===== src/rtl/gdr_pkg.sv =====
// Package: shared constants, types and the sine table of the grid DDA ray caster.
package gdr_pkg;

  localparam int MAP_SIDE         = 64;
  localparam int SCREEN_WIDTH     = 1024;
  localparam int SCREEN_HEIGHT    = 512;
  localparam int TRIG_TABLE_DEPTH = 1024;

  localparam int MAP_BITS  = $clog2(MAP_SIDE);
  localparam int MAP_CELLS = MAP_SIDE * MAP_SIDE;
  localparam int MAP_AW    = $clog2(MAP_CELLS);
  // signed room for a walk coordinate one cell either side of the map
  localparam int CW        = ((MAP_BITS > 6) ? MAP_BITS : 6) + 2;
  localparam int MAX_STEPS = 4 * MAP_SIDE + 4;
  localparam int STEP_W    = $clog2(MAX_STEPS + 1);

  localparam int TRIG_BITS = $clog2(TRIG_TABLE_DEPTH);
  localparam int QUARTER   = TRIG_TABLE_DEPTH / 4;
  localparam int QK_BITS   = TRIG_BITS - 2;

  // fixed-point widths
  localparam int LEN_W   = 51;   // ray lengths, room for the infinite marker
  localparam int DOT_W   = 35;   // signed dot product of two Q16 unit vectors
  localparam int MUL_A_W = 41;
  localparam int MUL_B_W = 18;
  localparam int MUL_P_W = MUL_A_W + MUL_B_W;
  localparam int DIV_N_W = 42;
  localparam int DIV_D_W = 23;

  localparam logic [LEN_W-1:0]   LEN_INF  = LEN_W'(1) << 50;
  localparam logic [LEN_W-1:0]   LEN_CAP  = LEN_W'(1) << 40;
  localparam logic [22:0]        DIST_MAX = 23'h7FFFFF;
  localparam logic [DIV_N_W-1:0] RECIP_NUM = DIV_N_W'(1) << 32;
  localparam logic [DIV_N_W-1:0] H_NUM     = DIV_N_W'(SCREEN_HEIGHT) << 32;
  localparam logic [43:0]        H_FULL    = 44'(SCREEN_HEIGHT) << 16;

  typedef enum logic [0:0] {OP_WRITE = 1'b0, OP_CAST = 1'b1} op_t;

  typedef enum logic [1:0] {
    CFG_PLAYER_X   = 2'd0,
    CFG_PLAYER_Y   = 2'd1,
    CFG_VIEW_ANGLE = 2'd2,
    CFG_FOV_ANGLE  = 2'd3
  } cfg_idx_t;

  typedef enum logic [1:0] {
    FACE_NORTH = 2'd0,
    FACE_SOUTH = 2'd1,
    FACE_EAST  = 2'd2,
    FACE_WEST  = 2'd3
  } face_t;

  typedef struct packed {
    logic               start;
    logic [MUL_A_W-1:0] a;
    logic [MUL_B_W-1:0] b;
  } mul_req_t;

  typedef struct packed {
    logic               done;
    logic [MUL_P_W-1:0] prod;
  } mul_rsp_t;

  typedef struct packed {
    logic               start;
    logic [DIV_N_W-1:0] dividend;
    logic [DIV_D_W-1:0] divisor;
  } div_req_t;

  typedef struct packed {
    logic               done;
    logic [DIV_N_W-1:0] quot;
  } div_rsp_t;

  typedef struct packed {
    logic signed [17:0] c;
    logic signed [17:0] s;
  } trig_t;

  typedef logic [16:0] sin_tab_t [QUARTER];

  function automatic longint mul_q30(input longint a, input longint b);
    longint unsigned ua;
    longint unsigned ub;
    longint          r;
    ua = (a < 0) ? longint'(-a) : longint'(a);
    ub = (b < 0) ? longint'(-b) : longint'(b);
    r  = longint'((ua * ub) >> 30);
    return ((a < 0) != (b < 0)) ? -r : r;
  endfunction

  // worked out at elaboration: quarter-wave sine in Q16
  function automatic sin_tab_t build_sin_tab();
    sin_tab_t tab;
    longint   x;
    longint   x2;
    longint   t;
    for (int k = 0; k < QUARTER; k++) begin
      x  = longint'(k) << (30 - QK_BITS);
      x2 = mul_q30(x, x);
      t  = 172273;
      t  = -5026991 + mul_q30(t, x2);
      t  = 85569306 + mul_q30(t, x2);
      t  = -693598668 + mul_q30(t, x2);
      t  = 1686629713 + mul_q30(t, x2);
      t  = mul_q30(t, x);
      if (t < 0) t = 0;
      if (t > 1073741824) t = 1073741824;
      t = (t + 8192) >>> 14;
      if (t > 65536) t = 65536;
      tab[k] = 17'(t);
    end
    return tab;
  endfunction

  localparam sin_tab_t SIN_TAB = build_sin_tab();

  function automatic logic signed [17:0] sine_of_index(input logic [TRIG_BITS-1:0] idx);
    logic [1:0]         quad;
    logic [QK_BITS-1:0] k;
    logic [QK_BITS:0]   x;
    logic [16:0]        mag;
    quad = idx[TRIG_BITS-1 -: 2];
    k    = idx[QK_BITS-1:0];
    x    = quad[0] ? ((QK_BITS+1)'(QUARTER) - {1'b0, k}) : {1'b0, k};
    mag  = x[QK_BITS] ? 17'(65536) : SIN_TAB[x[QK_BITS-1:0]];
    return quad[1] ? -$signed({1'b0, mag}) : $signed({1'b0, mag});
  endfunction

  function automatic trig_t trig_lookup(input logic [15:0] ang);
    trig_t                r;
    logic [TRIG_BITS-1:0] i;
    i   = ang[15 -: TRIG_BITS];
    r.s = sine_of_index(i);
    r.c = sine_of_index(i + TRIG_BITS'(QUARTER));
    return r;
  endfunction

  function automatic logic in_map(input logic [CW-1:0] x, input logic [CW-1:0] y);
    return !x[CW-1] && !y[CW-1] && (x < CW'(MAP_SIDE)) && (y < CW'(MAP_SIDE));
  endfunction

endpackage


===== src/rtl/gdr_div_seq.sv =====
// Restoring divider, one quotient bit per cycle.
module gdr_div_seq
  import gdr_pkg::*;
(
  input  logic     clk,
  input  logic     rst_n,
  input  div_req_t req,
  output div_rsp_t rsp
);

  localparam int CNT_W = $clog2(DIV_N_W);

  logic               busy_r;
  logic               done_r;
  logic [CNT_W-1:0]   cnt_r;
  logic [DIV_N_W-1:0] q_r;
  logic [DIV_D_W-1:0] d_r;
  logic [DIV_D_W-1:0] rem_r;
  logic [DIV_D_W:0]   sh;
  logic               fits;

  assign sh   = {rem_r, q_r[DIV_N_W-1]};
  assign fits = sh >= {1'b0, d_r};

  always_ff @(posedge clk) begin
    if (!rst_n) begin
      busy_r <= 1'b0;
      done_r <= 1'b0;
      cnt_r  <= '0;
    end else begin
      done_r <= 1'b0;
      if (req.start) begin
        busy_r <= 1'b1;
        cnt_r  <= '0;
        q_r    <= req.dividend;
        d_r    <= req.divisor;
        rem_r  <= '0;
      end else if (busy_r) begin
        rem_r <= fits ? DIV_D_W'(sh - {1'b0, d_r}) : sh[DIV_D_W-1:0];
        q_r   <= {q_r[DIV_N_W-2:0], fits};
        cnt_r <= cnt_r + CNT_W'(1);
        if (cnt_r == CNT_W'(DIV_N_W - 1)) begin
          busy_r <= 1'b0;
          done_r <= 1'b1;
        end
      end
    end
  end

  assign rsp.done = done_r;
  assign rsp.quot = q_r;

endmodule


===== config.mk =====
export PLATFORM = sky130hd
export DESIGN_NAME = gdr_div_seq
export DESIGN_NICKNAME = d
export VERILOG_FILES = /design/src/rtl/gdr_pkg.sv /design/src/rtl/gdr_div_seq.sv
export SDC_FILE = /design/constraint.sdc
export NUM_CORES = 1
export LEC_CHECK = 0
export ABC_AREA = 1
export BUFFER_PORTS_ARGS = -buffer_cell sky130_fd_sc_hd__buf_2
export CAP_MARGIN = 20
export CORE_ASPECT_RATIO = 1.5
export CORE_MARGIN = 4
export CORE_UTILIZATION = 30
export CTS_CLUSTER_SIZE = 8
export DETAILED_ROUTE_END_ITERATION = 7
export SKIP_CTS_REPAIR_TIMING = 1
export SLEW_MARGIN = 20
export SYNTH_ARGS = -nofsm -noshare
export SYNTH_HDL_FRONTEND = slang
export SYNTH_SLANG_ARGS = --single-unit

===== constraint.sdc =====
create_clock -name clk -period 2.6 [get_ports clk]
set_input_delay 0.26 -clock clk [delete_from_list [all_inputs] [get_ports clk]]
set_output_delay 0.26 -clock clk [all_outputs]
set_load 0.01 [all_outputs]

==> impl_results.md <==
* Run status: complete, no violations
* RePlAce Congestion at 0.964
* Post-synthesis net count at 842
* Cell Area, Synth at 0.00575 sq mm
* Ratio of cells with drive above 1 in the final layout at 17.6%
* Hold WS at 0.0847 ns
* DRT Pass-1 Iters at 4
* Crit Path Class: register to register
* Synth Register Bits at 96
* Unique masters post-synth at 30
* Nets at 955
* Tcrit/Tclk final at 90.6%
* Comb pwr share at 27.9%
* Routed wire length at 14400 um
* Dominant cells by area after synthesis: edfxtp_1 46%, nand2_1 22%, inv_1 7.2%
* CP Capture Type: register
* Top-count cell post-synth: nand2_1
* Max Cap Violations at 0
* Routed WL per cell at 12.8 um
* Vias in the first global route at 4884
* # fillers at 2000
* ANT nets after route at 0
* Global route overflow at 0
* Cells along the critical path: inv_1, ha_1, fa_1, inv_1, nand2_1, nand2_1, nand3_1, nand2_2, nand2_2, nand4_4, buf_6, nand2_1, nand2_1, nor2_1
* CP dominant cell by count: nand2_1
* Via density per instance at 4.35
* Sequential share of power at 41.9%
* Initial antenna violation count at 0
* Psw at 1.53 mW
* Post-Synthesis Cells at 748
* Synth top area share at 46.0%
* Clock Power Share at 30.3%
* CTS tree: built
* Die Wd at 121 um
* Register area share after synthesis at 48.7%
* Min Clock Period, post-route at 2.36 ns
* Util after Layout at 37.0%
* Drt drc at 0
* Design area at 0.00691 sq mm
* I/O pins at 111
* Pleak at 3.52 nW
* Critical path's slowest cell: fa_1
* RSZ-0062 raised after global routing: no
* Slowest Stage Delay on Critical Path at 0.42 ns
* PortBufs at 110
* Buffers & Inverters on Critical Path at 3
* Pin count of the biggest net entering global routing at 37
* Layout Area Growth over Synthesis at 20.2%
* Worst-Margin Slew at 0.566 ns
* Post-synth EDFFs at 88
* Final setup vio count at 0
* Maximum achievable frequency at 0.424 GHz
* Row cnt at 61
* Commonest cells post-synth: 331 x nand2_1, 110 x inv_1, 88 x edfxtp_1, 74 x nor2_1, 25 x ha_1
* Synth warn at 0
* Clock root cell: clkbuf_16
* Setup Skew at 0.0100 ns
* Clock Tree Buf Depth at 2
* Max-slew headroom at 62.2%
* Top cell type by total area after synthesis: edfxtp_1
* Worst path top cell family by delay: simple AND/OR/NAND/NOR gates
* Startpoint types: register
* Final Hold Fails at 0
* TNS Setup at 0 ns
* First-pass GRT wire length at 23000 um
* Type of the tightest min-delay check: input pin to register
* Core area at 0.0187 sq mm
* Internal power at 3.14 mW
* Post-DP HPWL at 11100 um
* Clock latency on the worst-skew pair at 0.34 ns
* Post-synth top flop: edfxtp_1
* PwrDens at 675 mW/mm^2
* CP Data Arrival Time at 2.45 ns
* CTS Sinks at 96
* Worst Path Max Fanout at 24
* Peak supply drop at 0.322 mV
* Synth async-reset ratio at 0%
* Placed cell area at 0.00660 sq mm
* 1st-iter DRT viols at 199
* Initial Util at 30.7%
* Slew Limit Fails at 0
* Die span in y at 178 um
* Critical Path RT at 2.70 ns
* Htree depth at 3
* Clock Pin Slew Worst Setup and Hold Paths at 0.07 ns
* GRT Total Usage at 13.6%
* CTS Buf Count at 9
* Syn Area/Cell at 7.69 sq um
* Switching Share at 32.7%
* Via count at 4867
* Die ar. at 0.0215 sq mm
* Antenna cell count at 0
==> metal layers <==
layer | vias to the layer above | GRT usage [%] | part of all wire, %
met2 | 108 | 26.2 | 54
li1 | 2547 | - | -
met4 | 0 | 7.28 | 4.2
met3 | 35 | 2.07 | 3.3
met1 | 2177 | 13.8 | 38
met5 | - | 0 | 0
==> flip-flops by register name, indices dropped and copies added (netlist names) <==
signal	flops
q_r	42
d_r	23
rem_r	23
cnt_r	6
busy_r	1
done_r	1
==> power groups by stage <==
stage,sequential [mW],combinational (mW),clock [mW]
after floorplan,2.00,0.927,0
after global placement,1.99,1.30,0
after detailed placement,1.99,1.31,0
after CTS,1.96,1.31,1.45
after global routing,1.97,1.49,1.50
final,1.95,1.30,1.41
==> metrics by stage <==
stage	cells	total power [mW]	setup slack (ns)
after floorplan	748	2.93	0.145
after global placement	1102	3.29	0.261
after detailed placement	1102	3.30	0.171
after CTS	1118	4.73	0.162
after global routing	1118	4.97	0.0603
final	1118	4.67	0.243
==> final cells by class <==
type                            count  area (sq um)  area share, %
Clock buffer                       10           239           3.46
Clock inverter                      6          71.3           1.03
Inverter                          111           417           6.03
Multi-Input combinational cell    524          2430           35.2
Sequential cell                    96          2800           40.5
Tap cell                          252           315           4.56
Timing Repair Buffer              119           634           9.18
==> logic make-up after synthesis <==
logic type               count (synthesis)  synth area share (%)
adder cells (fa/ha/maj)                 26                  5.79
buffers and inverters                  128                  8.97
AND/OR/NAND/NOR                        458                  32.2
XOR/XNOR                                10                  1.52
flip-flops                              96                  48.7
AO/OA/AOI/OAI                           30                  2.79
==> worst paths after layout <==
path	startpoint	endpoint	slack, ns	depth (start not counted)
hold reg to reg	cnt_r[5]	cnt_r[5]	0.45	1
setup reg to reg	q_r[41]	rem_r[8]	0.24	14
setup / recovery	q_r[41]	rem_r[8]	0.24	14
hold / removal	req[4]	d_r[4]	0.08	1
==> cell usage in the layout, fill, tap and decap left out, drive strengths merged <==
cell and instances:
nand2 338, buf 119, inv 115, edfxtp 88, nor2 78, ha 25, nand3 23, a21oi 20
clkbuf 10, o21ai 9, dfxtp 8, nand3b 7, xnor2 7, nor3 5, nand4 5, xor2 3
and2 1, nor4 1, o21a 1, fa 1, bufinv 1, clkinv 1
(Power assumes the default switching activity.)
