File: src/rtl/gdr_pkg.sv
// Package: shared constants, types and the sine table of the grid DDA ray caster.
package gdr_pkg;

  localparam int MAP_SIDE         = 64;
  localparam int SCREEN_WIDTH     = 1024;
  localparam int SCREEN_HEIGHT    = 512;
  localparam int TRIG_TABLE_DEPTH = 1024;

  localparam int MAP_BITS  = $clog2(MAP_SIDE);
  localparam int MAP_CELLS = MAP_SIDE * MAP_SIDE;
  localparam int MAP_AW    = $clog2(MAP_CELLS);
  // signed room for a walk coordinate one cell either side of the map
  localparam int CW        = ((MAP_BITS > 6) ? MAP_BITS : 6) + 2;
  localparam int MAX_STEPS = 4 * MAP_SIDE + 4;
  localparam int STEP_W    = $clog2(MAX_STEPS + 1);

  localparam int TRIG_BITS = $clog2(TRIG_TABLE_DEPTH);
  localparam int QUARTER   = TRIG_TABLE_DEPTH / 4;
  localparam int QK_BITS   = TRIG_BITS - 2;

  // fixed-point widths
  localparam int LEN_W   = 51;   // ray lengths, room for the infinite marker
  localparam int DOT_W   = 35;   // signed dot product of two Q16 unit vectors
  localparam int MUL_A_W = 41;
  localparam int MUL_B_W = 18;
  localparam int MUL_P_W = MUL_A_W + MUL_B_W;
  localparam int DIV_N_W = 42;
  localparam int DIV_D_W = 23;

  localparam logic [LEN_W-1:0]   LEN_INF  = LEN_W'(1) << 50;
  localparam logic [LEN_W-1:0]   LEN_CAP  = LEN_W'(1) << 40;
  localparam logic [22:0]        DIST_MAX = 23'h7FFFFF;
  localparam logic [DIV_N_W-1:0] RECIP_NUM = DIV_N_W'(1) << 32;
  localparam logic [DIV_N_W-1:0] H_NUM     = DIV_N_W'(SCREEN_HEIGHT) << 32;
  localparam logic [43:0]        H_FULL    = 44'(SCREEN_HEIGHT) << 16;

  typedef enum logic [0:0] {OP_WRITE = 1'b0, OP_CAST = 1'b1} op_t;

  typedef enum logic [1:0] {
    CFG_PLAYER_X   = 2'd0,
    CFG_PLAYER_Y   = 2'd1,
    CFG_VIEW_ANGLE = 2'd2,
    CFG_FOV_ANGLE  = 2'd3
  } cfg_idx_t;

  typedef enum logic [1:0] {
    FACE_NORTH = 2'd0,
    FACE_SOUTH = 2'd1,
    FACE_EAST  = 2'd2,
    FACE_WEST  = 2'd3
  } face_t;

  typedef struct packed {
    logic               start;
    logic [MUL_A_W-1:0] a;
    logic [MUL_B_W-1:0] b;
  } mul_req_t;

  typedef struct packed {
    logic               done;
    logic [MUL_P_W-1:0] prod;
  } mul_rsp_t;

  typedef struct packed {
    logic               start;
    logic [DIV_N_W-1:0] dividend;
    logic [DIV_D_W-1:0] divisor;
  } div_req_t;

  typedef struct packed {
    logic               done;
    logic [DIV_N_W-1:0] quot;
  } div_rsp_t;

  typedef struct packed {
    logic signed [17:0] c;
    logic signed [17:0] s;
  } trig_t;

  typedef logic [16:0] sin_tab_t [QUARTER];

  function automatic longint mul_q30(input longint a, input longint b);
    longint unsigned ua;
    longint unsigned ub;
    longint          r;
    ua = (a < 0) ? longint'(-a) : longint'(a);
    ub = (b < 0) ? longint'(-b) : longint'(b);
    r  = longint'((ua * ub) >> 30);
    return ((a < 0) != (b < 0)) ? -r : r;
  endfunction

  // worked out at elaboration: quarter-wave sine in Q16
  function automatic sin_tab_t build_sin_tab();
    sin_tab_t tab;
    longint   x;
    longint   x2;
    longint   t;
    for (int k = 0; k < QUARTER; k++) begin
      x  = longint'(k) << (30 - QK_BITS);
      x2 = mul_q30(x, x);
      t  = 172273;
      t  = -5026991 + mul_q30(t, x2);
      t  = 85569306 + mul_q30(t, x2);
      t  = -693598668 + mul_q30(t, x2);
      t  = 1686629713 + mul_q30(t, x2);
      t  = mul_q30(t, x);
      if (t < 0) t = 0;
      if (t > 1073741824) t = 1073741824;
      t = (t + 8192) >>> 14;
      if (t > 65536) t = 65536;
      tab[k] = 17'(t);
    end
    return tab;
  endfunction

  localparam sin_tab_t SIN_TAB = build_sin_tab();

  function automatic logic signed [17:0] sine_of_index(input logic [TRIG_BITS-1:0] idx);
    logic [1:0]         quad;
    logic [QK_BITS-1:0] k;
    logic [QK_BITS:0]   x;
    logic [16:0]        mag;
    quad = idx[TRIG_BITS-1 -: 2];
    k    = idx[QK_BITS-1:0];
    x    = quad[0] ? ((QK_BITS+1)'(QUARTER) - {1'b0, k}) : {1'b0, k};
    mag  = x[QK_BITS] ? 17'(65536) : SIN_TAB[x[QK_BITS-1:0]];
    return quad[1] ? -$signed({1'b0, mag}) : $signed({1'b0, mag});
  endfunction

  function automatic trig_t trig_lookup(input logic [15:0] ang);
    trig_t                r;
    logic [TRIG_BITS-1:0] i;
    i   = ang[15 -: TRIG_BITS];
    r.s = sine_of_index(i);
    r.c = sine_of_index(i + TRIG_BITS'(QUARTER));
    return r;
  endfunction

  function automatic logic in_map(input logic [CW-1:0] x, input logic [CW-1:0] y);
    return !x[CW-1] && !y[CW-1] && (x < CW'(MAP_SIDE)) && (y < CW'(MAP_SIDE));
  endfunction

endpackage

File: src/rtl/gdr_mul_seq.sv
// Shift-add multiplier, one bit of the short operand per cycle.
module gdr_mul_seq
  import gdr_pkg::*;
(
  input  logic     clk,
  input  logic     rst_n,
  input  mul_req_t req,
  output mul_rsp_t rsp
);

  localparam int CNT_W = $clog2(MUL_B_W);

  logic               busy_r;
  logic               done_r;
  logic [CNT_W-1:0]   cnt_r;
  logic [MUL_P_W-1:0] a_r;
  logic [MUL_B_W-1:0] b_r;
  logic [MUL_P_W-1:0] acc_r;

  always_ff @(posedge clk) begin
    if (!rst_n) begin
      busy_r <= 1'b0;
      done_r <= 1'b0;
      cnt_r  <= '0;
    end else begin
      done_r <= 1'b0;
      if (req.start) begin
        busy_r <= 1'b1;
        cnt_r  <= '0;
        a_r    <= MUL_P_W'(req.a);
        b_r    <= req.b;
        acc_r  <= '0;
      end else if (busy_r) begin
        if (b_r[0]) acc_r <= acc_r + a_r;
        a_r   <= a_r << 1;
        b_r   <= b_r >> 1;
        cnt_r <= cnt_r + CNT_W'(1);
        if (cnt_r == CNT_W'(MUL_B_W - 1)) begin
          busy_r <= 1'b0;
          done_r <= 1'b1;
        end
      end
    end
  end

  assign rsp.done = done_r;
  assign rsp.prod = acc_r;

endmodule

File: config.mk
export PLATFORM = sky130hd
export DESIGN_NAME = gdr_mul_seq
export DESIGN_NICKNAME = d
export VERILOG_FILES = /design/src/rtl/gdr_pkg.sv /design/src/rtl/gdr_mul_seq.sv
export SDC_FILE = /design/constraint.sdc
export NUM_CORES = 1
export LEC_CHECK = 0
export ABC_AREA = 1
export BUFFER_PORTS_ARGS = -buffer_cell sky130_fd_sc_hd__clkbuf_2
export CORE_ASPECT_RATIO = 1.25
export CORE_MARGIN = 2
export CORE_UTILIZATION = 42
export DETAILED_ROUTE_END_ITERATION = 8
export GPL_TIMING_DRIVEN = 0
export PLACE_DENSITY = 0.59
export SLEW_MARGIN = 10
export SYNTH_ARGS = -nofsm -noshare
export SYNTH_HDL_FRONTEND = slang
export SYNTH_SLANG_ARGS = --single-unit
File: constraint.sdc
create_clock -name clk -period 4.8 [get_ports clk]
set_input_delay 0.48 -clock clk [delete_from_list [all_inputs] [get_ports clk]]
set_output_delay 0.48 -clock clk [all_outputs]
set_load 0.01 [all_outputs]
==> results of run 1 <==
[area by class of cell]
| cell class | instances | share of cell area [%] |
|---|---|---|
| Tap cell | 335 | 3.35 |
| Buffer | 23 | 0.760 |
| Multi-Input combinational cell | 1128 | 42.4 |
| Clock buffer | 18 | 3.43 |
| Inverter | 326 | 9.80 |
| Sequential cell | 143 | 33.8 |
| Clock inverter | 14 | 1.27 |
| Timing Repair Buffer | 123 | 5.28 |
[sequential cells by signal, indices dropped and copies added (netlist names)]
name	flops
b_r	18
acc_r	59
cnt_r	5
a_r	59
busy_r	1
done_r	1
[cells in the mapped netlist, types with 5 or more instances]
library cell / number
clkbuf_1: 17
edfxtp_1: 136
dfxtp_1: 7
nor3_2: 5
nor2_1: 148
nor2_4: 9
nand2_2: 6
nand3_1: 45
nand2_1: 674
nand3_2: 8
o21ai_0: 31
a21oi_1: 83
ha_1: 60
inv_2: 18
nor2_2: 27
inv_1: 304
[worst register-to-register path: cells and delay by family, from the launching register on]
kind	cells	cell delay, ps
adders and majority gates	1	370
DFF	1	410
and+or+nand+nor	9	1110
buffers and inverters	2	120
AOI/OAI and AO/OA	1	320
[logic make-up after synthesis]
kind of cell,count (synthesis),share of synthesized area (%)
XOR/XNOR,2,0.162
adder cells (fa/ha/maj),61,7.11
AND/OR/NAND/NOR,944,35.9
AO/OA/AOI/OAI,121,5.68
buffers and inverters,349,12.2
flip-flops,143,39.0
[power breakdown]
part	internal [µW]	total (µW)	switching (µW)
registers	1480	1530	46.7
clock network	776	1360	588
logic	311	1010	703
total	2570	3910	1340
[metrics by stage]
step,area (µm²),util (%),setup WS (ps)
final,12500,49.5,2230
after detailed placement,11900,47.1,2230
after global routing,12500,49.5,2030
after CTS,12500,49.5,2210
after global placement,11900,46.9,-1230
after floorplan,10800,-,851
[final timing paths]
| kind | end | slack [ps] | cells after the start |
|---|---|---|---|
| worst max-delay path | acc_r[33] | 2230 | 13 |
| worst min-delay path | b_r[17] | 290 | 3 |
| worst max register to register | acc_r[33] | 2230 | 13 |
| worst min register to register | cnt_r[1] | 500 | 2 |
[routing by layer]
| metal | GRT usage (%) | part of all wire [%] |
|---|---|---|
| met5 | 0 | 0 |
| met4 | 10.0 | 3.4 |
| met3 | 4.29 | 3.6 |
| met2 | 46.4 | 53 |
| met1 | 27.9 | 40 |
==> results.md, run 1 <==
- The run finished with clean final reports.
- After synthesis, flip-flops and latches occupy ~39% of the total area.
- The sum of net half-perimeters after detailed placement is 27500 µm.
- After detailed routing, the number of vias per cell comes to 4.67.
- The length of the first detailed-routing pass in iterations is 5.
- Summing all multi-input logic gate instances after layout gives approximately 5300 µm².
- Sorting the synthesized cells by area gives the leading types as edfxtp_1 (38%), nand2_1 (23%), inv_1 (11%), ha_1 (6.9%), nor2_1 (5.1%).
- The TritonCTS clock tree is yes.
- The layout filler cell count is 2705.
- Walking the worst path, the cells encountered are ha_1, nand2_1, inv_1, nand2_1, nand2_1, inv_1, nand3_1, nand2_1, nand2_1, a21oi_1, nand2_1, nand2_1, nor2_1.
- The die is 184 µm tall.
- The all-layer global routing usage is 24.9%.
- The flip-flop cell with the highest count after synthesis is edfxtp_1.
- The critical path starts at acc_r[8].
- The first global-routing pass estimated just over 50000 µm of wire.
- The worst pin sits at a relative slew slack of 51.0%.
- The DRC violation count after routing is 0.
- Once the clock tree was built, the resizer swapped 0 gates to a different size.
- The critical path endpoint category is a register.
- The number of synthesized flops with an enable pin is 136.
- The time the worst path needs with I/O delays and setup is 2570 ps.
- In this run the standard cell core region covers about 25000 µm².
- The number of warnings issued by yosys is 0.
- The H-tree was split into 4 levels.
- The area enclosed by the die boundary is ~27000 µm².
- Broken down by cell family, the worst path's largest delay share belongs to simple AND/OR/NAND/NOR gates.
- Setup repair after global routing left no endpoint under its margin.
- The global route total overflow is 0.
- The sequential standard cell area is 4220 µm².
- The cell sitting at the root of the clock tree is a clkbuf_16.
- For the final database, setup skew stands at 5.66 ps.
- The maximum single-stage delay on the critical path is 410 ps.
- The data required time at the worst endpoint is 5000 ps.
- Static timing analysis puts the maximum clock frequency at 0.389 GHz.
- For this design the static power due to leakage is 0.00663 µW.
- The number of max-slew violations in the final report is 0.
- The number of nets handed over by synthesis was 1743.
- The number of ports placed on the die boundary is 122.
- The number of distinct library cells after synthesis is 35.
- The tightest min-delay check is of the primary input to register type.
- The number of nets in the final layout is 1885.
- Counting along the longest clock path gives a buffer depth of 2.
- The count of final hold-check violations is 0.
- For the worst-skew pair, the clock arrives at the later sink with an insertion delay of 440 ps.
- VDD sags by at most roughly 0.25 mV.
- Entering global routing, the biggest net connects 43 pins.
- The cell count after placement is 2078.
- The slowest library cell on the worst path is edfxtp_1.
- The initial antenna violation count came to 0.
- The arrival time at the worst endpoint is around 2800 ps.
- The critical path in this run is classified as register to register.
- Summing internal, switching and leakage power gives about 4000 µW.
- Of all nets on the critical path, the largest fanout is 5.
- The tightest hold path in the finished design has a slack of 293 ps.
- In this run the horizontal extent of the chip is 148 µm.
- Cells with a size suffix above 1 make up 13.2% of the layout.
- The global placement routability congestion is 0.939.
- The library cell appearing most often on the critical path is nand2_1.
- The cell count after synthesis is 1620.
- The number of buffers added to fix hold violations after cts is 0.
- The number of global-route vias before repair is 9794.
- Once the floorplan was initialized, standard cells occupied a little over two fifths of the core.
- The detail route stage leaves a number of antenna-violating nets equal to 0.
- In this run the most critical hold path is launched from req[17].
- After detailed routing, the average wire length per cell comes to 15.7 µm.
- The post-synthesis instance area is 10800 µm².
- After layout, the worst path uses between 50% and 60% of the clock period.
- The placement row count is 65.
- The largest total area in the synthesized netlist belongs to edfxtp_1.
- The most frequent standard cell in the layout excluding fill and tap cells is nand2_1.
- The summed negative setup slack over all endpoints is 0 ps.
- The async set-or-reset flop fraction in the synthesized netlist is 0%.
- After the first detailed-routing iteration, the DRC count stood at 503.
- The library cells used most frequently in the layout, excluding fill and tap cells, are nand2_1 (674), inv_1 (303), nor2_1 (147).
- Counting both buffers and inverters, the worst setup path holds a total of 2.
- Detailed routing inserted a total of 9862 vias.
- The average instance in the mapped netlist occupies roughly 6.7 µm².
- The number of I/O port buffers is between 100 and 150.
- The clock sink count is about 140.
- The top cell type's share of synthesized area is a little under two fifths.
- The number of clock buffers inserted by TritonCTS is 17.
- The transition at the pin with the smallest max-transition slack is between 700 and 800 ps.
- The area growth from synthesis to final layout is 15.5%.
- The worst register-to-register path begins at acc_r[8].
- The type of origin of the critical path is a register.
- After clock tree synthesis, the clock-pin slew on the worst setup and hold paths is 70 ps.
- Counting flops and latches in the post-synthesis netlist gives 143.
- For this block, the routed nets add up to around 33000 µm of wire.
- The number of maximum-capacitance constraint violations is 0.
- The non-filler instance count after layout is 2110.
- The repair_antennas step left the layout with diodes totalling 0.
- The final setup violation count is 0.
- The power per standard cell area is 312 nW/µm².
- The number of setup buffers added after CTS is 0.
Note: power is estimated with default switching activity, not from simulation.
==> run 2, diff against run 1 <==
- clock period: 4.8 -> 2.5 ns (I/O delays scaled with it)
==> results.md, run 2 (synthesis results as in run 1) <==
- The clock latency on the worst-skew pair was 440 ps (about the same).
- The routed wire length per instance is 15.5 µm (-0.74%).
- The diode insertion count for antenna repair is 0 (unchanged).
- The worst setup margin was 101 ps (-2130 ps).
- The data required time at the worst endpoint is 2690 ps (-2310 ps).
- The area of all placed cells without fillers is 12600 µm² (+0.92%).
- The arrival time at the worst endpoint is 2590 ps (-180 ps).
- The number of DRC markers in iteration 0 is 492 (-2.2%).
- The layout filler cell count is 2692 (-0.48%).
- In this run the most critical hold path is launched from req[18].
- The placement row count is 65 (unchanged).
- The setup slack after placement was -116 ps (-2350 ps).
- The number of levels in the clock H-tree is 4 (unchanged).
- The maximum VDD drop was 0.435 mV (+74%).
- The width of the chip is 148 µm (unchanged).
- The wire length of the first global-routing pass is 50700 µm (-0.58%).
- The initial cell density of the core is 42.8% (unchanged).
- The transition at the pin with the smallest max-transition slack was 746 ps (+11.0 ps).
- The worst max-slew margin expressed relative to the limit is 50.3% (-0.73 points).
- The run finished with clean final reports.
- Leaving out fill and tap cells, the most frequent cells in the layout are nand2_1 (664), inv_1 (302), nor2_1 (140).
- The number of nets in the final layout is 1885 (unchanged).
- The number of I/O port buffers came to 120 (unchanged).
- The detailed-route wire length is 32800 µm (-0.74%).
- The all-layer global routing usage is 24.7% (-0.19 points).
- The largest net degree at the start of global routing is 63 (+47%).
- The most frequent standard cell in the layout excluding fill and tap cells is nand2_1.
- The number of ports placed on the die boundary was 122 (unchanged).
- The number of clock buffers inserted by TritonCTS is 17 (unchanged).
- The number of max-slew violations in the final report came to 0 (unchanged).
- The placeable core region is 25300 µm² (unchanged).
- The largest registers in the layout are a_r (59), acc_r (59), b_r (18).
- The worst register-to-register path begins at acc_r[0].
- The power per standard cell area is 588 nW/µm² (+88%).
- The TritonCTS clock tree is yes.
- The initial antenna violation count is 0 (unchanged).
- The setup clock skew after layout is 10.9 ps (+5.21 ps).
- The cell count after placement is 2078 (unchanged).
- The worst-case register-to-register setup slack is 100 ps (-2130 ps).
- The post-detailed-placement cell area was 11900 µm² (about the same).
- The DRC violation count after routing is 0 (unchanged).
- The clock transition time at the flip-flop clock pins of the worst setup and hold paths was 70 ps (about the same).
- The non-filler instance count after layout is 2110 (unchanged).
- The area enclosed by the die boundary came to 27100 µm² (unchanged).
- The worst setup path is launched from a register.
- The sum of net half-perimeters after detailed placement is 27100 µm (-1.6%).
- The top fanout value on the critical path is 5 (unchanged).
- The number of maximum-capacitance constraint violations is 0 (unchanged).
- The overall via count from detail_route was 9869 (+0.071%).
- The worst register-to-register path ends at acc_r[40].
- The kind of path behind the tightest hold check is primary input to register.
- The number of setup buffers added after CTS is 0 (unchanged).
- The worst-case reg-to-reg path depth is 13 (unchanged).
- For hold timing, the worst endpoint is a_r[0].
- The remaining antenna violation count is 0 (unchanged).
- The cell at the root of the clock tree is clkbuf_16.
- The time the worst path needs with I/O delays and setup is 2400 ps (-174 ps).
- The maximum achievable frequency came to 0.417 GHz (+7.2%).
- The fraction of final layout cells with drive strength greater than 1 is 14.9% (+1.6 points).
- The length of the first detailed-routing pass in iterations is 5 (unchanged).
- The height of the die is 184 µm (unchanged).
- The number of global-route vias before repair was 9675 (-1.2%).
- The global placement routability congestion came to 0.930 (-0.97%).
- The global route total overflow is 0 (unchanged).
- The critical path in this run is classified as register to register.
- The worst setup path is captured at a register.
- The detail-routed via count per cell is 4.68 (about the same).
- The share of the clock period used by the worst path is 96.0% (+42 points).
- The clock sink count is 143 (unchanged).
- Relative to the synthesized area, the layout overhead comes to 16.5%.
- The count of final hold-check violations is 0 (unchanged).
- The final setup violation count was 0 (unchanged).
- The leakage power total is 0.00664 µW (+0.23%).
- The number of buffers between clock root and the deepest sink is 2 (unchanged).
- The hold-critical path depth is 3 (unchanged).
[run 2: worst max-delay path by stage]
| stage | start | endpoint | slack (ps) |
|---|---|---|---|
| after floorplan | busy_r | a_r[0] | -70 |
| after global placement | req[59] | busy_r | -1060 |
| after detailed placement | acc_r[7] | acc_r[33] | -120 |
| after CTS | acc_r[0] | acc_r[44] | 4 |
| final | acc_r[0] | acc_r[40] | 100 |
| after global routing | acc_r[0] | acc_r[44] | -10 |
[run 2: worst max-delay path, cell delays in order (launching register included)]
cell,delay [ps]
edfxtp_1,370
ha_2,200
inv_1,50
fa_1,370
inv_2,110
nand2_1,70
nand2_1,110
nand3_1,90
nand2_2,130
nand2_1,110
nand3_4,160
nand3_2,150
a21oi_1,160
nor2_1,60
[run 2: timing repair]
action	CTS	global route
resized for setup	5	30
hold buffers	0	0
endpoints found under the setup margin	5	25
[run 2: report_power, final]
group / total [µW] / leakage, µW / internal, µW / switching (µW)
logic: 1990 / 0.00500 / 617 / 1370
registers: 2940 / 0.00137 / 2850 / 91.4
clock network: 2490 / 0.000276 / 1390 / 1110
total: 7420 / 0.00664 / 4850 / 2570
[run 2: cell type report]
cell class	count	area [µm²]	area share (%)
Multi-Input combinational cell	1128	5430	43.0
Sequential cell	143	4220	33.4
Inverter	326	1230	9.71
Timing Repair Buffer	123	668	5.29
Clock buffer	18	429	3.40
Tap cell	335	419	3.32
Clock inverter	14	135	1.07
Buffer	23	95.1	0.753
[run 2: routing by layer]
layer | wire (µm) | GRT usage [%]
met5 | 0 | 0
met4 | 1180 | 9.81
met3 | 1190 | 4.02
met2 | 17100 | 46.0
met1 | 13300 | 27.9
[run 2: stage by stage]
| step | power (µW) | utilization (%) | hold WS, ps | setup TNS, ps |
|---|---|---|---|---|
| after CTS | 7450 | 49.5 | 49.3 | 0 |
| after floorplan | 4270 | - | 423 | -5210 |
| after detailed placement | 4940 | 47.2 | 495 | -240 |
| after global routing | 7850 | 49.9 | 70.9 | -16.6 |
| final | 7420 | 49.9 | 68.7 | 0 |
| after global placement | 4920 | 46.9 | 492 | -122100 |
==> run 3, diff against run 2 <==
- ABC_AREA: 1 -> 0
- PLACE_DENSITY: 0.59 -> 0.6
==> results.md, run 3 <==
- The complex-gate fraction of the synthesized area came to 14.8% (+9.1 points).
- The area enclosed by the die boundary is 22700 µm² (-16%).
- The number of warnings issued by yosys is 0 (unchanged).
- The number of nets in the final layout is 1199 (-36%).
- The wire length of the first global-routing pass is 38500 µm (-24%).
- The transition at the pin with the smallest max-transition slack is 826 ps (+80.4 ps).
- The portion of the post-synthesis area used by sequential elements was 46.8% (+7.8 points).
- Setup repair after global routing could not meet its margin everywhere.
- The number of maximum-capacitance constraint violations is 0 (unchanged).
- The worst hold margin was 79.2 ps (+10.6 ps).
- The DRC violation count after routing is 0 (unchanged).
- The number of buffers between clock root and the deepest sink is 2 (unchanged).
- In the layout the commonest cells are edfxtp_1 (136), clkbuf_2 (120), nor2_1 (106).
- The count of final hold-check violations is 0 (unchanged).
- The dominant cell by count in the synthesized netlist is edfxtp_1.
- The arrival time at the worst endpoint came to 3510 ps (+920 ps).
- The initial cell density of the core is 42.4% (-0.47 points).
- The length of the first detailed-routing pass in iterations is 5 (unchanged).
- The clock sink count is 143 (unchanged).
- The global placement routability congestion is 0.890 (-4.3%).
- The placeable core region is 21300 µm² (-16%).
- The largest registers in the layout are a_r (59), acc_r (59), b_r (18).
- The most frequent standard cell in the layout excluding fill and tap cells is edfxtp_1.
- The placement row count is 60 (-7.7%).
- The flow ran to the end, but the final reports show violations.
- The number of synthesized flops with an enable pin is 136 (unchanged).
- The commonest cells after synthesis are edfxtp_1 (136), nor2_1 (109), a21oi_1 (74).
- The share of cell area taken by muxes after synthesis is 8.64% (+8.6 points).
- The all-layer global routing usage is 21.7% (-2.9 points).
- The type of origin of the critical path is a register.
- The height of the die is 168 µm (-8.5%).
- The post-synthesis xor/xnor area fraction is 4.17% (+4.0 points).
- The synthesized area divided by synthesized cell count was 10.5 µm² (+56%).
- edfxtp_1 takes more of the synthesized area than any other cell.
- The cell count after synthesis is 863 (-47%).
- The kind of path behind the tightest hold check is primary input to register.
- The top cell type's share of synthesized area is 45.2% (+7.5 points).
- The flip-flop cell with the highest count after synthesis is edfxtp_1.
- The area growth from synthesis to final layout is 34.2%.
- The main combinational cell family by area after synthesis is compound AO/OA/AOI/OAI gates.
- The number of distinct library cells after synthesis is 61 (+74%).
- The sum of net half-perimeters after detailed placement is 17400 µm (-36%).
- The worst max-slew margin expressed relative to the limit is 44.9% (-5.4 points).
- The cell count after placement is 1266 (-39%).
- The worst setup margin is -821 ps (-922 ps).
- The critical path endpoint category is a register.
- TritonCTS built the clock tree.
- The fraction of power consumed by combinational cells is 29.6% (+2.8 points).
- The initial antenna violation count is 2 (+2).
- The switching part of the total is 33.2% (-1.5 points).
- The synthesized net count is 986 (-43%).
- The remaining antenna violation count was 0 (unchanged).
- The net switching power figure is 2630 µW (+2.4%).
- The width of the chip is 135 µm (-8.5%).
- The sequential standard cell area is 4220 µm² (unchanged).
- The routed wire length per instance is 18.0 µm (+16%).
- The summed negative setup slack over all endpoints is -17310 ps (-17310 ps).
- The detailed-route wire length is 24600 µm (-25%).
- The cell at the root of the clock tree is clkbuf_16.
- The part of the total power dissipated in the clock network is 33.0% (-0.6 points).
- The time the worst path needs with I/O delays and setup is 3320 ps (+922 ps).
- The overall via count from detail_route is 7517 (-24%).
- The worst-case reg-to-reg path depth was 10 (-3).
- The number of max-slew violations in the final report was 0 (unchanged).
- The global route total overflow is 0 (unchanged).
- The post-synthesis instance area came to 9030 µm² (-17%).
- The number of I/O port buffers is 120 (unchanged).
- The detail-routed via count per cell was 5.49 (+17%).
- The power per standard cell area came to 655 nW/µm² (+11%).
- The hold-critical path depth was 2 (-1).
- The fraction of final layout cells with drive strength greater than 1 is 38.6% (+24 points).
- The number of DRC markers in iteration 0 is 543 (+10%).
- The flip-flop and latch count after synthesis is 143 (unchanged).
- The non-filler instance count after layout came to 1369 (-35%).
- The number of clock buffers inserted by TritonCTS is 17 (unchanged).
- The area occupied by multi-input gates is 5340 µm² (-1.6%).
- The final setup violation count is 44 (+44).
- The critical path is of the register to register type.
- The checks that failed: negative setup slack.
- The number of levels in the clock H-tree is 4 (unchanged).
- The maximum VDD drop is 0.541 mV (+24%).
- The clock transition time at the flip-flop clock pins of the worst setup and hold paths is 80 ps (about the same).
- The number of global-route vias before repair is 7419 (-23%).
- The internal power was 5300 µW (+9.3%).
- The clock latency on the worst-skew pair is 450 ps (about the same).
- In the post-synthesis netlist, the biggest area contributors are edfxtp_1 (45%), mux2_2 (8.5%), ha_1 (8.3%), nor2_1 (4.5%), a21oi_1 (4.1%).
- The leakage power total was 0.00482 µW (-27%).
- The share of the clock period used by the worst path is 133% (+37 points).
- The maximum achievable frequency came to 0.301 GHz (-28%).
- The largest net degree at the start of global routing came to 37 (-41%).
- The layout filler cell count was 1873 (-30%).
- The adder-cell share of the synthesized area is 8.53% (+1.4 points).
- The area of all placed cells without fillers is 12100 µm² (-4.0%).
- The async set-or-reset flop fraction in the synthesized netlist came to 0% (unchanged).
- The setup clock skew after layout is 15.9 ps (+5.00 ps).
- The share of synthesized cell area in and, or, nand and nor gates is 14.4% (-22 points).
- The data required time at the worst endpoint came to 2690 ps (about the same).
- The post-detailed-placement cell area was 10300 µm² (-14%).
- The top fanout value on the critical path is 3 (-2).
- The share of power burned in registers is 37.4% (-2.2 points).
- The number of ports placed on the die boundary is 122 (unchanged).
[run 3: cell count changes after synthesis, sizes merged, moves of 21 or more]
cell,previous run,this run
nand2,680,59
inv,322,19
nor2,184,109
mux2,0,69
nand3,53,8
nor2b,0,34
a21o,0,25
nand4,3,24
xor2,0,21
[run 3: cells by family (layout without fill, tap and decap cells)]
group / after synthesis / in the layout
AOI/OAI and AO/OA: 212 / 212
xor gates and xnor gates: 43 / 43
DFF: 143 / 143
buffers and inverters: 60 / 286
and+or+nand+nor: 275 / 275
adders and majority gates: 61 / 61
muxes: 69 / 69
other: 0 / 1
[run 3: worst max-delay path, cell delays in order (launching register included)]
cell      delay, ps
edfxtp_1        410
ha_1            310
buf_6           110
nand4_4         100
or4_4           500
or4b_1          480
o211ai_1        200
a211o_2         280
a211oi_4         90
o31a_1          300
mux2_4          310
[run 3: worst paths after layout]
check	startpoint	endpoint	slack [ps]
hold / removal	req[18]	a_r[0]	80
setup reg to reg	a_r[26]	acc_r[55]	-820
hold reg to reg	cnt_r[1]	cnt_r[1]	530
setup / recovery	a_r[26]	acc_r[55]	-820
[run 3: repair_timing]
| action | 4_1_cts | 5_1_grt |
|---|---|---|
| setup buffers | 44 | 36 |
| hold buffers | 0 | 0 |
| resized for setup | 87 | 76 |
| endpoints found under the hold margin | 0 | 0 |
| setup endpoints to repair | 41 | 46 |
| pin swaps | 46 | 36 |
[run 3: metrics by stage]
stage          util [%]  worst slack, ps  power (µW)
6_report           56.9             -821        7940
5_1_grt            56.8             -917        8310
4_1_cts            54.6             -814        7760
3_5_place_dp       48.1             -927        4830
3_3_place_gp       47.7            -1170        4800
2_1_floorplan         -             -570        4320
[run 3: layout make-up]
type	count	area share, %
flip-flops and latches	143	34.8
clock inverters	15	1.52
well taps	279	2.88
plain buffers	35	1.52
multi-input cells	660	44.1
diodes	1	0.0206
repair buffers	200	11.0
inverters	19	0.640
clock buffers	17	3.51
[run 3: power groups by stage]
stage	sequential (µW)	combinational (µW)	clock, µW
after global placement	3030	1770	0
after detailed placement	3020	1810	0
after CTS	2970	2130	2660
after floorplan	3030	1290	0
after global routing	2990	2570	2750
final	2970	2350	2620
[run 3: metal layers]
layer  global-route usage [%]  part of all wire [%]  vias to the layer above
li1                         -                     -                     3644
met1                     28.2                    43                     3596
met2                     35.6                    49                      233
met3                     5.24                   5.5                       44
met4                     7.38                   2.3                        0
met5                        0                     0                        -
